===== config.mk =====
export PLATFORM = sky130hd
export DESIGN_NAME = trace_gain_demean_gapfill
export DESIGN_NICKNAME = d
export VERILOG_FILES = /design/src/hdl/tgdg_pkg.sv /design/src/hdl/trace_gain_demean_gapfill.sv
export SDC_FILE = /design/constraint.sdc
export NUM_CORES = 2
export LEC_CHECK = 0
export BUFFER_PORTS_ARGS = -buffer_cell sky130_fd_sc_hd__clkbuf_2
export CAP_MARGIN = 20
export CORE_MARGIN = 1
export CORE_UTILIZATION = 50
export CTS_CLUSTER_SIZE = 40
export DETAILED_ROUTE_END_ITERATION = 10
export PLACE_DENSITY = 0.62
export SETUP_SLACK_MARGIN = 0.5
export SLEW_MARGIN = 10
export SYNTH_ARGS = -nofsm -noshare
export SYNTH_HDL_FRONTEND = slang
export SYNTH_SLANG_ARGS = --single-unit

===== constraint.sdc =====
create_clock -name clk_i -period 16.7 [get_ports clk_i]
set_clock_uncertainty 0.2 [all_clocks]
set_input_delay 1.67 -clock clk_i [delete_from_list [all_inputs] [get_ports clk_i]]
set_output_delay 1.67 -clock clk_i [all_outputs]
set_load 0.05 [all_outputs]

===== src/hdl/tgdg_pkg.sv =====
// ----------------------------------------------------------------------------
// tgdg_pkg
// Shared constants for the trace gain/demean/gap-fill block and its checker.
// ----------------------------------------------------------------------------
`default_nettype none

package tgdg_pkg;

  // Default sizing of the trace store and the input sample.
  localparam int unsigned MAX_SAMPLES_DEF = 64;
  localparam int unsigned SAMPLE_BITS_DEF = 24;

  // Gain register: unsigned Q8.16, reset to 1.0.
  localparam int unsigned GAIN_BITS      = 24;
  localparam int unsigned GAIN_FRAC_BITS = 16;
  localparam logic [GAIN_BITS-1:0] GAIN_RESET = 24'h010000;

  // Result value and its byte-padded stream width.
  localparam int unsigned VALUE_BITS   = 34;
  localparam int unsigned M_TDATA_BITS = ((VALUE_BITS + 7) / 8) * 8;

  // floor(n / 10) as (n * DIV10_MULT) >> DIV10_SHIFT, exact for n below 2^18.
  localparam int unsigned DIV10_MULT  = 52429;
  localparam int unsigned DIV10_SHIFT = 19;

endpackage

`default_nettype wire


===== src/hdl/trace_gain_demean_gapfill.sv =====
// ----------------------------------------------------------------------------
// trace_gain_demean_gapfill
// Collects one trace, scales it by a Q8.16 gain, then streams it out with the
// head-window mean removed, and gaps and zero scaled values set to that mean.
// ----------------------------------------------------------------------------
// A trace is loaded one sample per cycle until the transfer marked with tlast;
// the input then stops taking data while the trace is processed. The cycle
// after the last transfer stores that sample. The block then finds the head
// window (n/10, or n), sums it through the single store read port, and sets
// up and runs the bit-serial divider that forms the mean (skipped when the
// head holds only gaps). Each result is then one store read followed by one
// subtract, and waits while the output is stalled. The last result may still
// wait on the output while the next trace loads.
`default_nettype none

module trace_gain_demean_gapfill #(
  parameter int unsigned MAX_SAMPLES = tgdg_pkg::MAX_SAMPLES_DEF,
  parameter int unsigned SAMPLE_BITS = tgdg_pkg::SAMPLE_BITS_DEF
) (
  input  logic                                 clk_i,
  input  logic                                 rst_ni,
  // Gain register write
  input  logic                                 cfg_we_i,
  input  logic [tgdg_pkg::GAIN_BITS-1:0]       cfg_wdata_i,
  // Sample input stream
  input  logic                                 s_axis_tvalid,
  output logic                                 s_axis_tready,
  input  logic [((SAMPLE_BITS+7)/8)*8-1:0]     s_axis_tdata,  // sample, zero padded
  input  logic                                 s_axis_tuser,  // is_gap
  input  logic                                 s_axis_tlast,  // last_sample
  // Result output stream
  output logic                                 m_axis_tvalid,
  input  logic                                 m_axis_tready,
  output logic [tgdg_pkg::M_TDATA_BITS-1:0]    m_axis_tdata,  // value, zero padded
  output logic                                 m_axis_tuser,  // mean_fault
  output logic                                 m_axis_tlast   // last_result
);

  localparam int unsigned GAIN_BITS   = tgdg_pkg::GAIN_BITS;
  localparam int unsigned VALUE_BITS  = tgdg_pkg::VALUE_BITS;
  localparam int unsigned SCALED_BITS = SAMPLE_BITS + GAIN_BITS - tgdg_pkg::GAIN_FRAC_BITS;
  localparam int unsigned PROD_BITS   = SAMPLE_BITS + GAIN_BITS + 1;
  localparam int unsigned MEM_BITS    = SCALED_BITS + 1;
  localparam int unsigned CNT_BITS    = $clog2(MAX_SAMPLES + 1);
  localparam int unsigned ADDR_BITS   = (MAX_SAMPLES > 1) ? $clog2(MAX_SAMPLES) : 1;
  localparam int unsigned SUM_BITS    = SCALED_BITS + CNT_BITS;
  localparam int unsigned REM_BITS    = CNT_BITS + 1;
  localparam int unsigned DCNT_BITS   = $clog2(SUM_BITS);
  localparam int unsigned HPROD_BITS  = CNT_BITS + tgdg_pkg::DIV10_SHIFT + 1;
  localparam int unsigned EXT_BITS    = (SCALED_BITS + 1 > VALUE_BITS) ?
                                        SCALED_BITS + 1 : VALUE_BITS;

  // Sequencer states, one-hot.
  typedef enum logic [7:0] {
    ST_LOAD  = 8'b0000_0001,
    ST_HEAD  = 8'b0000_0010,
    ST_SUM   = 8'b0000_0100,
    ST_DPREP = 8'b0000_1000,
    ST_DIV   = 8'b0001_0000,
    ST_DFIN  = 8'b0010_0000,
    ST_EMRD  = 8'b0100_0000,
    ST_EMLD  = 8'b1000_0000
  } state_e;

  state_e                        state_q, state_d;
  logic [GAIN_BITS-1:0]          gain_q;

  // Input capture stage
  logic                          s1_vld_q, s1_vld_d;
  logic signed [SAMPLE_BITS-1:0] s1_sample_q;
  logic                          s1_gap_q;
  logic                          s1_last_q;

  // Trace bookkeeping
  logic [CNT_BITS-1:0]           count_q, count_d;
  logic [CNT_BITS-1:0]           head_q, head_d;
  logic [CNT_BITS-1:0]           idx_q, idx_d;
  logic [CNT_BITS-1:0]           gaps_q, gaps_d;
  logic signed [SUM_BITS-1:0]    sum_q, sum_d;

  // Divider
  logic                          neg_q, neg_d;
  logic [SUM_BITS-1:0]           dvd_q, dvd_d;
  logic [REM_BITS-1:0]           rem_q, rem_d;
  logic [CNT_BITS-1:0]           divisor_q, divisor_d;
  logic [DCNT_BITS-1:0]          dcnt_q, dcnt_d;
  logic signed [SCALED_BITS-1:0] mean_q, mean_d;
  logic                          fault_q, fault_d;

  // Output register
  logic                          out_vld_q, out_vld_d;
  logic [VALUE_BITS-1:0]         out_value_q, out_value_d;
  logic                          out_last_q, out_last_d;
  logic                          out_fault_q, out_fault_d;

  // Store
  logic [MEM_BITS-1:0]           mem [MAX_SAMPLES];
  logic                          wr_en;
  logic [MEM_BITS-1:0]           wr_data;
  logic                          rd_en;
  logic [MEM_BITS-1:0]           rd_data_q;
  logic                          rd_vld_q, rd_vld_d;

  // Datapath helpers
  logic signed [PROD_BITS-1:0]   prod;
  logic signed [PROD_BITS-1:0]   prod_sh;
  logic [HPROD_BITS-1:0]         hprod;
  logic [CNT_BITS-1:0]           head_tenth;
  logic signed [SCALED_BITS-1:0] rd_sx;
  logic signed [EXT_BITS-1:0]    res_ext;
  logic [CNT_BITS-1:0]           valid_cnt;
  logic [REM_BITS-1:0]           trial;
  logic                          fits;
  logic [SCALED_BITS-1:0]        quot;

  // Gain scaling: floor(sample * gain / 2^16) by arithmetic shift.
  assign prod    = s1_sample_q * $signed({1'b0, gain_q});
  assign prod_sh = prod >>> tgdg_pkg::GAIN_FRAC_BITS;
  assign wr_en   = s1_vld_q && (count_q < CNT_BITS'(MAX_SAMPLES));
  assign wr_data = s1_gap_q ? {1'b1, {SCALED_BITS{1'b0}}}
                            : {1'b0, prod_sh[SCALED_BITS-1:0]};

  // Head window length as a reciprocal multiply.
  assign hprod      = HPROD_BITS'(count_q) * HPROD_BITS'(tgdg_pkg::DIV10_MULT);
  assign head_tenth = hprod[tgdg_pkg::DIV10_SHIFT +: CNT_BITS];

  // Store read word, demean result, divider step.
  assign rd_sx     = rd_data_q[SCALED_BITS-1:0];
  assign res_ext   = (rd_sx != '0) ? (EXT_BITS'(rd_sx) - EXT_BITS'(mean_q))
                                   : EXT_BITS'(mean_q);
  assign valid_cnt = head_q - gaps_q;
  assign trial     = {rem_q[REM_BITS-2:0], dvd_q[SUM_BITS-1]};
  assign fits      = trial >= {1'b0, divisor_q};
  assign quot      = dvd_q[SCALED_BITS-1:0];

  assign s_axis_tready = (state_q == ST_LOAD) && !(s1_vld_q && s1_last_q);
  assign s1_vld_d      = s_axis_tvalid && s_axis_tready;

  // Sequencer and shared datapath.
  always_comb begin
    state_d     = state_q;
    count_d     = count_q;
    head_d      = head_q;
    idx_d       = idx_q;
    gaps_d      = gaps_q;
    sum_d       = sum_q;
    neg_d       = neg_q;
    dvd_d       = dvd_q;
    rem_d       = rem_q;
    divisor_d   = divisor_q;
    dcnt_d      = dcnt_q;
    mean_d      = mean_q;
    fault_d     = fault_q;
    out_vld_d   = out_vld_q && !m_axis_tready;
    out_value_d = out_value_q;
    out_last_d  = out_last_q;
    out_fault_d = out_fault_q;
    rd_en       = 1'b0;
    rd_vld_d    = 1'b0;

    case (state_q)
      ST_LOAD: begin
        if (s1_vld_q) begin
          if (wr_en) begin
            count_d = count_q + 1'b1;
          end
          if (s1_last_q) begin
            state_d = ST_HEAD;
          end
        end
      end
      ST_HEAD: begin
        head_d  = (head_tenth == '0) ? count_q : head_tenth;
        idx_d   = '0;
        sum_d   = '0;
        gaps_d  = '0;
        state_d = ST_SUM;
      end
      ST_SUM: begin
        // One store read per cycle; data arrives in the next cycle.
        rd_en    = idx_q < head_q;
        rd_vld_d = rd_en;
        if (rd_en) begin
          idx_d = idx_q + 1'b1;
        end
        if (rd_vld_q) begin
          if (rd_data_q[MEM_BITS-1]) begin
            gaps_d = gaps_q + 1'b1;
          end else begin
            sum_d = sum_q + SUM_BITS'(rd_sx);
          end
        end
        if (!rd_en && !rd_vld_q) begin
          state_d = ST_DPREP;
        end
      end
      ST_DPREP: begin
        idx_d = '0;
        if (valid_cnt == '0) begin
          // Head held only gaps: mean is zero and the trace is flagged.
          fault_d = 1'b1;
          mean_d  = '0;
          state_d = ST_EMRD;
        end else begin
          fault_d   = 1'b0;
          neg_d     = sum_q[SUM_BITS-1];
          dvd_d     = sum_q[SUM_BITS-1] ? (SUM_BITS'(0) - sum_q) : sum_q;
          rem_d     = '0;
          divisor_d = valid_cnt;
          dcnt_d    = DCNT_BITS'(SUM_BITS - 1);
          state_d   = ST_DIV;
        end
      end
      ST_DIV: begin
        // Restoring division, one quotient bit per cycle.
        rem_d  = fits ? (trial - {1'b0, divisor_q}) : trial;
        dvd_d  = {dvd_q[SUM_BITS-2:0], fits};
        dcnt_d = dcnt_q - 1'b1;
        if (dcnt_q == '0) begin
          state_d = ST_DFIN;
        end
      end
      ST_DFIN: begin
        // Truncation toward zero: divide magnitudes, then restore the sign.
        mean_d  = neg_q ? (SCALED_BITS'(0) - quot) : quot;
        state_d = ST_EMRD;
      end
      ST_EMRD: begin
        if (!out_vld_q || m_axis_tready) begin
          rd_en   = 1'b1;
          state_d = ST_EMLD;
        end
      end
      ST_EMLD: begin
        out_vld_d   = 1'b1;
        out_value_d = res_ext[VALUE_BITS-1:0];
        out_last_d  = (idx_q + 1'b1) == count_q;
        out_fault_d = fault_q;
        idx_d       = idx_q + 1'b1;
        if ((idx_q + 1'b1) == count_q) begin
          count_d = '0;
          state_d = ST_LOAD;
        end else begin
          state_d = ST_EMRD;
        end
      end
      default: begin
        state_d = ST_LOAD;
      end
    endcase
  end

  // Control registers.
  always_ff @(posedge clk_i or negedge rst_ni) begin
    if (!rst_ni) begin
      state_q   <= ST_LOAD;
      gain_q    <= tgdg_pkg::GAIN_RESET;
      s1_vld_q  <= 1'b0;
      count_q   <= '0;
      idx_q     <= '0;
      dcnt_q    <= '0;
      rd_vld_q  <= 1'b0;
      out_vld_q <= 1'b0;
    end else begin
      state_q   <= state_d;
      s1_vld_q  <= s1_vld_d;
      count_q   <= count_d;
      idx_q     <= idx_d;
      dcnt_q    <= dcnt_d;
      rd_vld_q  <= rd_vld_d;
      out_vld_q <= out_vld_d;
      if (cfg_we_i) begin
        gain_q <= cfg_wdata_i;
      end
    end
  end

  // Payload registers.
  always_ff @(posedge clk_i) begin
    if (s1_vld_d) begin
      s1_sample_q <= s_axis_tdata[SAMPLE_BITS-1:0];
      s1_gap_q    <= s_axis_tuser;
      s1_last_q   <= s_axis_tlast;
    end
    head_q      <= head_d;
    gaps_q      <= gaps_d;
    sum_q       <= sum_d;
    neg_q       <= neg_d;
    dvd_q       <= dvd_d;
    rem_q       <= rem_d;
    divisor_q   <= divisor_d;
    mean_q      <= mean_d;
    fault_q     <= fault_d;
    out_value_q <= out_value_d;
    out_last_q  <= out_last_d;
    out_fault_q <= out_fault_d;
  end

  // Trace store: one write port, one registered read port.
  always_ff @(posedge clk_i) begin
    if (wr_en) begin
      mem[count_q[ADDR_BITS-1:0]] <= wr_data;
    end
    if (rd_en) begin
      rd_data_q <= mem[idx_q[ADDR_BITS-1:0]];
    end
  end

  assign m_axis_tvalid = out_vld_q;
  assign m_axis_tdata  = tgdg_pkg::M_TDATA_BITS'(out_value_q);
  assign m_axis_tlast  = out_last_q;
  assign m_axis_tuser  = out_fault_q;

endmodule

`default_nettype wire


After elaboration in Yosys (flattened, before gate mapping)
Memories as Yosys holds them, arrays and structs flattened. A register that Yosys moved wholly into a read port is not among the register bits.
Cells that the tools add are included.
{ "totals": {"out_inout_bits": 44, "romBits": 0, "in_bits": 55, "ff_bits": 257, "mem_bits_rw": 2112, "latch_bits": 0, "memories": 1} }
{ "classes": {"n_lt_le_gt_ge": 3, "n_div": 0, "n_shift": 0, "n_addsub": 10, "reduce_logical": 30, "n_bitwise": 1, "mul": 2, "n_eq_ne": 22, "muxes": 41} }
{ "mem_list": {"columns": ["name", "depth", "word_bits", "read_ports", "rd_clocked_by_memory_dff", "write_ports", "line", "rtl"], "rows": [
  ["mem", 64, 33, 1, 1, 1, "trace_gain_demean_gapfill.sv:97", "logic [MEM_BITS-1:0] mem [MAX_SAMPLES];"]
]} }
{ "ops": {"columns": ["op", "count"], "rows": [
  ["2-to-1 mux 39 bit", 4],
  ["one-hot mux 39 bit (2 select lines)", 2],
  ["2-to-1 mux 7 bit", 10],
  ["2-to-1 mux 32 bit", 2],
  ["one-hot mux 32 bit (2 select lines)", 1],
  ["one-hot mux 8 bit (8 select lines)", 1],
  ["multiplier 24 x 25 -> 48 bit", 1],
  ["one-hot mux 7 bit (2 select lines)", 3],
  ["2-to-1 mux 8 bit", 5],
  ["adder 39 x 32 -> 39 bit", 1],
  ["subtractor 1 x 39 -> 39 bit (first input constant)", 1],
  ["2-to-1 mux 34 bit", 1],
  ["2-to-1 mux 33 bit", 1],
  ["subtractor 32 x 32 -> 33 bit", 1],
  ["nonzero test 32 bit", 1],
  ["subtractor 1 x 32 -> 32 bit (first input constant)", 1],
  ["inequality test 2 bit (second input constant)", 13],
  ["multiplier 7 x 16 -> 23 bit (second input constant)", 1],
  ["adder 7 x 1 -> 7 bit (second input constant)", 3],
  ["one-hot mux 7 bit (3 select lines)", 1],
  ["logical NOT 7 bit", 2],
  ["subtractor 7 bit", 2],
  ["one-hot mux 6 bit (2 select lines)", 1],
  ["equality test 8 x 1 -> 1 bit (second input constant)", 1],
  ["other kinds (28)", 49]
]} }

Longest topological paths before layout
{ "depth": {"word_depth": 5, "ltp_mapped": 27, "mapped_depth_nobuf": 26} }

Least setup slack after synthesis
Ideal clock, no wire load.
{ "synth_path": {"kind": "register to register", "startpoint": "reg s1_sample_q[0]", "endpoint": "mem mem[0][25] (netlist bit) (data pin)", "path_slack_ns": 3.127, "t_required_ns": 15.213, "n_path_buf": 1, "arrival_time_ns": 12.087, "setup_time_ns": 1.287, "synth_period_minus_slack_ns": 13.573, "stages_incl_launch_ff": 27, "cell_sequence": "edfxtp_1 clkbuf_1 and2_1 fa_1 inv_1 fa_1 fa_1 inv_1 fa_1 inv_1 fa_1 inv_1 fa_1 inv_1 fa_1 inv_1 ha_1 nand4_1 or2_2 nor2_1 o2bb2ai_1 o211ai_1 o21bai_1 a21oi_1 o21bai_1 nand4_1 a2111oi_0"} }
{ "synth_between": {"elab_chain_len": 2} }
{ "synth_rtl": {"columns": ["element", "line", "rtl"], "rows": [
  ["from (decl)", "trace_gain_demean_gapfill.sv:70", "logic signed [SAMPLE_BITS-1:0] s1_sample_q;"],
  ["from (signal assigned)", "trace_gain_demean_gapfill.sv:281", "s1_sample_q <= s_axis_tdata[SAMPLE_BITS-1:0];"],
  ["multiplier 24 x 25 -> 48 bit", "trace_gain_demean_gapfill.sv:117", "assign prod = s1_sample_q * $signed({1'b0, gain_q});"],
  ["2-to-1 mux 33 bit", "trace_gain_demean_gapfill.sv:120", "assign wr_data = s1_gap_q ? {1'b1, {SCALED_BITS{1'b0}}}"],
  ["net wr_data[25]", "trace_gain_demean_gapfill.sv:99", "logic [MEM_BITS-1:0] wr_data;"],
  ["to (decl)", "trace_gain_demean_gapfill.sv:97", null]
]} }
The timed path passes the listed nets, and every way through them passes these cells.

Worst setup path after layout
{ "layout_path": {"startpoint": "reg gain_q[13]", "endpoint": "mem mem[37][17] (netlist bit) (data pin)"} }
{ "layout_between": {"elab_chain_len": 2} }
{ "layout_rtl": {"columns": ["element", "line", "rtl"], "rows": [
  ["from (decl)", "trace_gain_demean_gapfill.sv:66", "logic [GAIN_BITS-1:0] gain_q;"],
  ["from (signal assigned)", "trace_gain_demean_gapfill.sv:257", "gain_q <= tgdg_pkg::GAIN_RESET;"],
  ["from (signal assigned)", "trace_gain_demean_gapfill.sv:273", "gain_q <= cfg_wdata_i;"],
  ["multiplier 24 x 25 -> 48 bit", "trace_gain_demean_gapfill.sv:117", null],
  ["2-to-1 mux 33 bit", "trace_gain_demean_gapfill.sv:120", null],
  ["net wr_data[17]", "trace_gain_demean_gapfill.sv:99", null]
]} }
The timed path passes the listed nets, and every way through them passes these cells.

==> flow_summary.json <==
{
  "clockBufferDepth": 3,
  "dieWidth_um": 487,
  "worstPathRequired_ns": 16.97,
  "die_height_um": 487,
  "hold_buffers": 0,
  "cts_buffers": 237,
  "synth_top_family_by_area": "adder cells",
  "postRouteAntennaNets": 0,
  "dp_hpwl_um": 187000,
  "worstSetupEndpointType": "flip-flop",
  "drive_above_1_share_pct": 14.1,
  "postCtsSetupRepairBufs": 0,
  "root_buffer": "clkbuf_16",
  "start_util_pct": 50.4,
  "drtIter0Drc": 6759,
  "setup_viol": 0,
  "fin_crit_ns": 10.27,
  "synth.area.mux_share_pct": 10.7,
  "grt_start_max_net_pins": 129,
  "dr_total_vias": 67500,
  "cpPeakStageDelay_ns": 1.12,
  "max_freq_ghz": 0.0974,
  "netlist.area_leader.share_pct": 59.9,
  "grt_pass1_vias": 68500,
  "area.growth.synth_to_final_pct": 11.1,
  "yosys_warnings": 0,
  "dieArea_sq_um": 237000,
  "critical_path_class": "reg2reg",
  "r2r_cells": 24,
  "syn_area_per_cell_sq_um": 15.2,
  "synth_compound_area_share_pct": 5.82,
  "yosys.area_share.xor_xnor_pct": 1.35,
  "final_core_util_pct": 56.0,
  "setup.worst_path.start_class": "flip-flop",
  "clk_latency_ns": 0.89,
  "slew_headroom_pct": 12.5,
  "synth_common_cells": "edfxtp_1, inv_1, nand2_1",
  "fillCellCount": 18300,
  "post_drt_wl_per_cell_um": 28.0,
  "regArea_sq_um": 71800,
  "yosysMostFrequentCell": "edfxtp_1",
  "cts_resized": 0,
  "synthFlopType": "edfxtp_1",
  "nets": 8748,
  "slew_violations": 0,
  "async_reset_ff_share_pct": 2.29,
  "status": "completed",
  "min_path_cells": 1,
  "synth-seq-cells": 2401,
  "core_area_sq_um": 233000,
  "synthesis.area_sq_um": 118000,
  "synth_seq_area_share_pct": 61.1,
  "cp_slowest_cell": "mux2_2",
  "crit_chain": "buf_4 -> nand2_1 -> fa_1 -> fa_1 -> fa_1 -> inv_1 -> fa_1 -> inv_1 -> fa_1 -> inv_1 -> fa_1 -> inv_1 -> fa_1 -> inv_1 -> ha_1 -> nand4_1 -> or2_2 -> o21ai_0 -> a21oi_1 -> o21bai_1 -> a211o_1 -> a21oi_1 -> o311ai_0 -> mux2_2",
  "cp.arrival_ns": 10.54,
  "grt_antenna_before_repair": 21,
  "hp-class": "reg2reg",
  "drcViolationCount": 0,
  "maxCapViolations": 0,
  "htree_levels": 4,
  "gp_congestion": 0.868,
  "multi_input_area_sq_um": 42500,
  "synth_edf_count": 2346,
  "yosysTopAreaCell": "edfxtp_1",
  "io_buffer_count": 92,
  "path_common_cell": "fa_1",
  "synthAdderAreaFrac_pct": 12.0,
  "hold_violations": 0,
  "row_count": 177,
  "worstMarginPinSlew_ns": 1.30,
  "synthSimpleGateAreaFrac_pct": 5.64,
  "grt.overflow.total": 0,
  "via_per_inst": 6.02,
  "r2r_slack_ns": 6.43,
  "crit_fanout": 64,
  "wl_um": 314000,
  "fin_setup_tns_ns": 0,
  "cts_tree": "yes",
  "synthCells": 7711,
  "ioPinCount": 99,
  "grt_use_total_pct": 26.8,
  "synthTopCellsByArea": "edfxtp_1, fa_1, mux4_2",
  "clk_pin_slew_ns": 0.07,
  "drt-pass1-iter-count": 6,
  "rsz0062_at_grt": "no",
  "period_share_pct": 61.5,
  "synth.distinct_cells": 74,
  "clkSinkCount": 2401,
  "grt_pass1_wl_um": 463000
}
routing by layer:
layer	GRT usage [%]	routed length, um
met3	4.38	24800
met4	8.77	11500
met5	0	45
met1	37.6	132000
met2	42.9	146000
kinds of logic (layout without fill, tap and decap cells):
family                     Yosys count  in the layout
DFF                               2401           2401
and+or+nand+nor                   1378           1378
buffers and inverters             1060           1403
AOI/OAI and AO/OA                 1026           1026
adders and majority gates          833            833
muxes                              831            831
xor gates and xnor gates           181            181
other                                1             21
flip-flops by register name, indices dropped and copies added (netlist names), 8 cells and up:
signal and count:
sum_q 39, mem 2112, out_value_q 33, state_q 8
gain_q 24, s1_sample_q 24, mean_q 32, dvd_q 39
rd_data_q 33
area by class of cell:
class	instances	area share, %
diodes	15	0.0287
repair buffers	295	1.59
multi-input cells	4255	32.6
clock buffers	287	4.73
well taps	3132	3.00
inverters	670	1.93
flip-flops and latches	2401	55.0
clock inverters	151	1.14
critical path, delay by kind of cell, from the launching register on:
kind	cells	cell delay, ns
AND/OR/NAND/NOR	3	0.57
buffers and inverters	6	0.55
multiplexers	1	1.12
adder cells (fa/ha/maj)	8	3.90
flip-flops	1	0.76
AO/OA/AOI/OAI	6	2.74
final timing paths:
| path | startpoint | to |
|---|---|---|
| setup / recovery | gain_q[13] | mem[37][17] |
| hold / removal | dcnt_q[0] | dcnt_q[0] |
| setup reg to reg | gain_q[13] | mem[37][17] |
| hold reg to reg | dcnt_q[0] | dcnt_q[0] |
| max in group asynchronous | rst_ni | idx_q[5] |
| min in group asynchronous | rst_ni | gain_q[1] |
stage by stage:
stage	std cells	hold WS [ns]	instance area (sq um)	setup WS (ns)
2_1_floorplan	7716	0.200	118000	3.13
5_1_grt	11200	0.336	131000	6.20
6_report	11200	0.302	131000	6.43
3_3_place_gp	10700	0.258	123000	6.73
3_5_place_dp	10800	0.257	123000	6.64
4_1_cts	11200	0.304	131000	6.58
cells in the final DEF, fill, tap and decap left out, drive strengths merged, types with 16 or more instances in the layout:
cell type / instances
a21o: 67
a21oi: 247
a31oi: 19
and2: 285
and3: 22
buf: 203
bufinv: 20
clkbuf: 379
clkinv: 114
dfrtp: 53
edfxtp: 2346
fa: 495
ha: 338
inv: 673
mux2: 26
mux2i: 471
mux4: 334
nand2: 555
nand2b: 50
nand3: 40
nand4: 30
nor2: 246
nor2b: 36
nor3: 28
nor4: 17
o21a: 16
o21ai: 181
o221ai: 229
o22ai: 127
o31ai: 38
or3: 16
xnor2: 70
xor2: 111
Power is not shown: default switching activity piles up to over one toggle a cycle in this logic, so the estimate is an artifact.
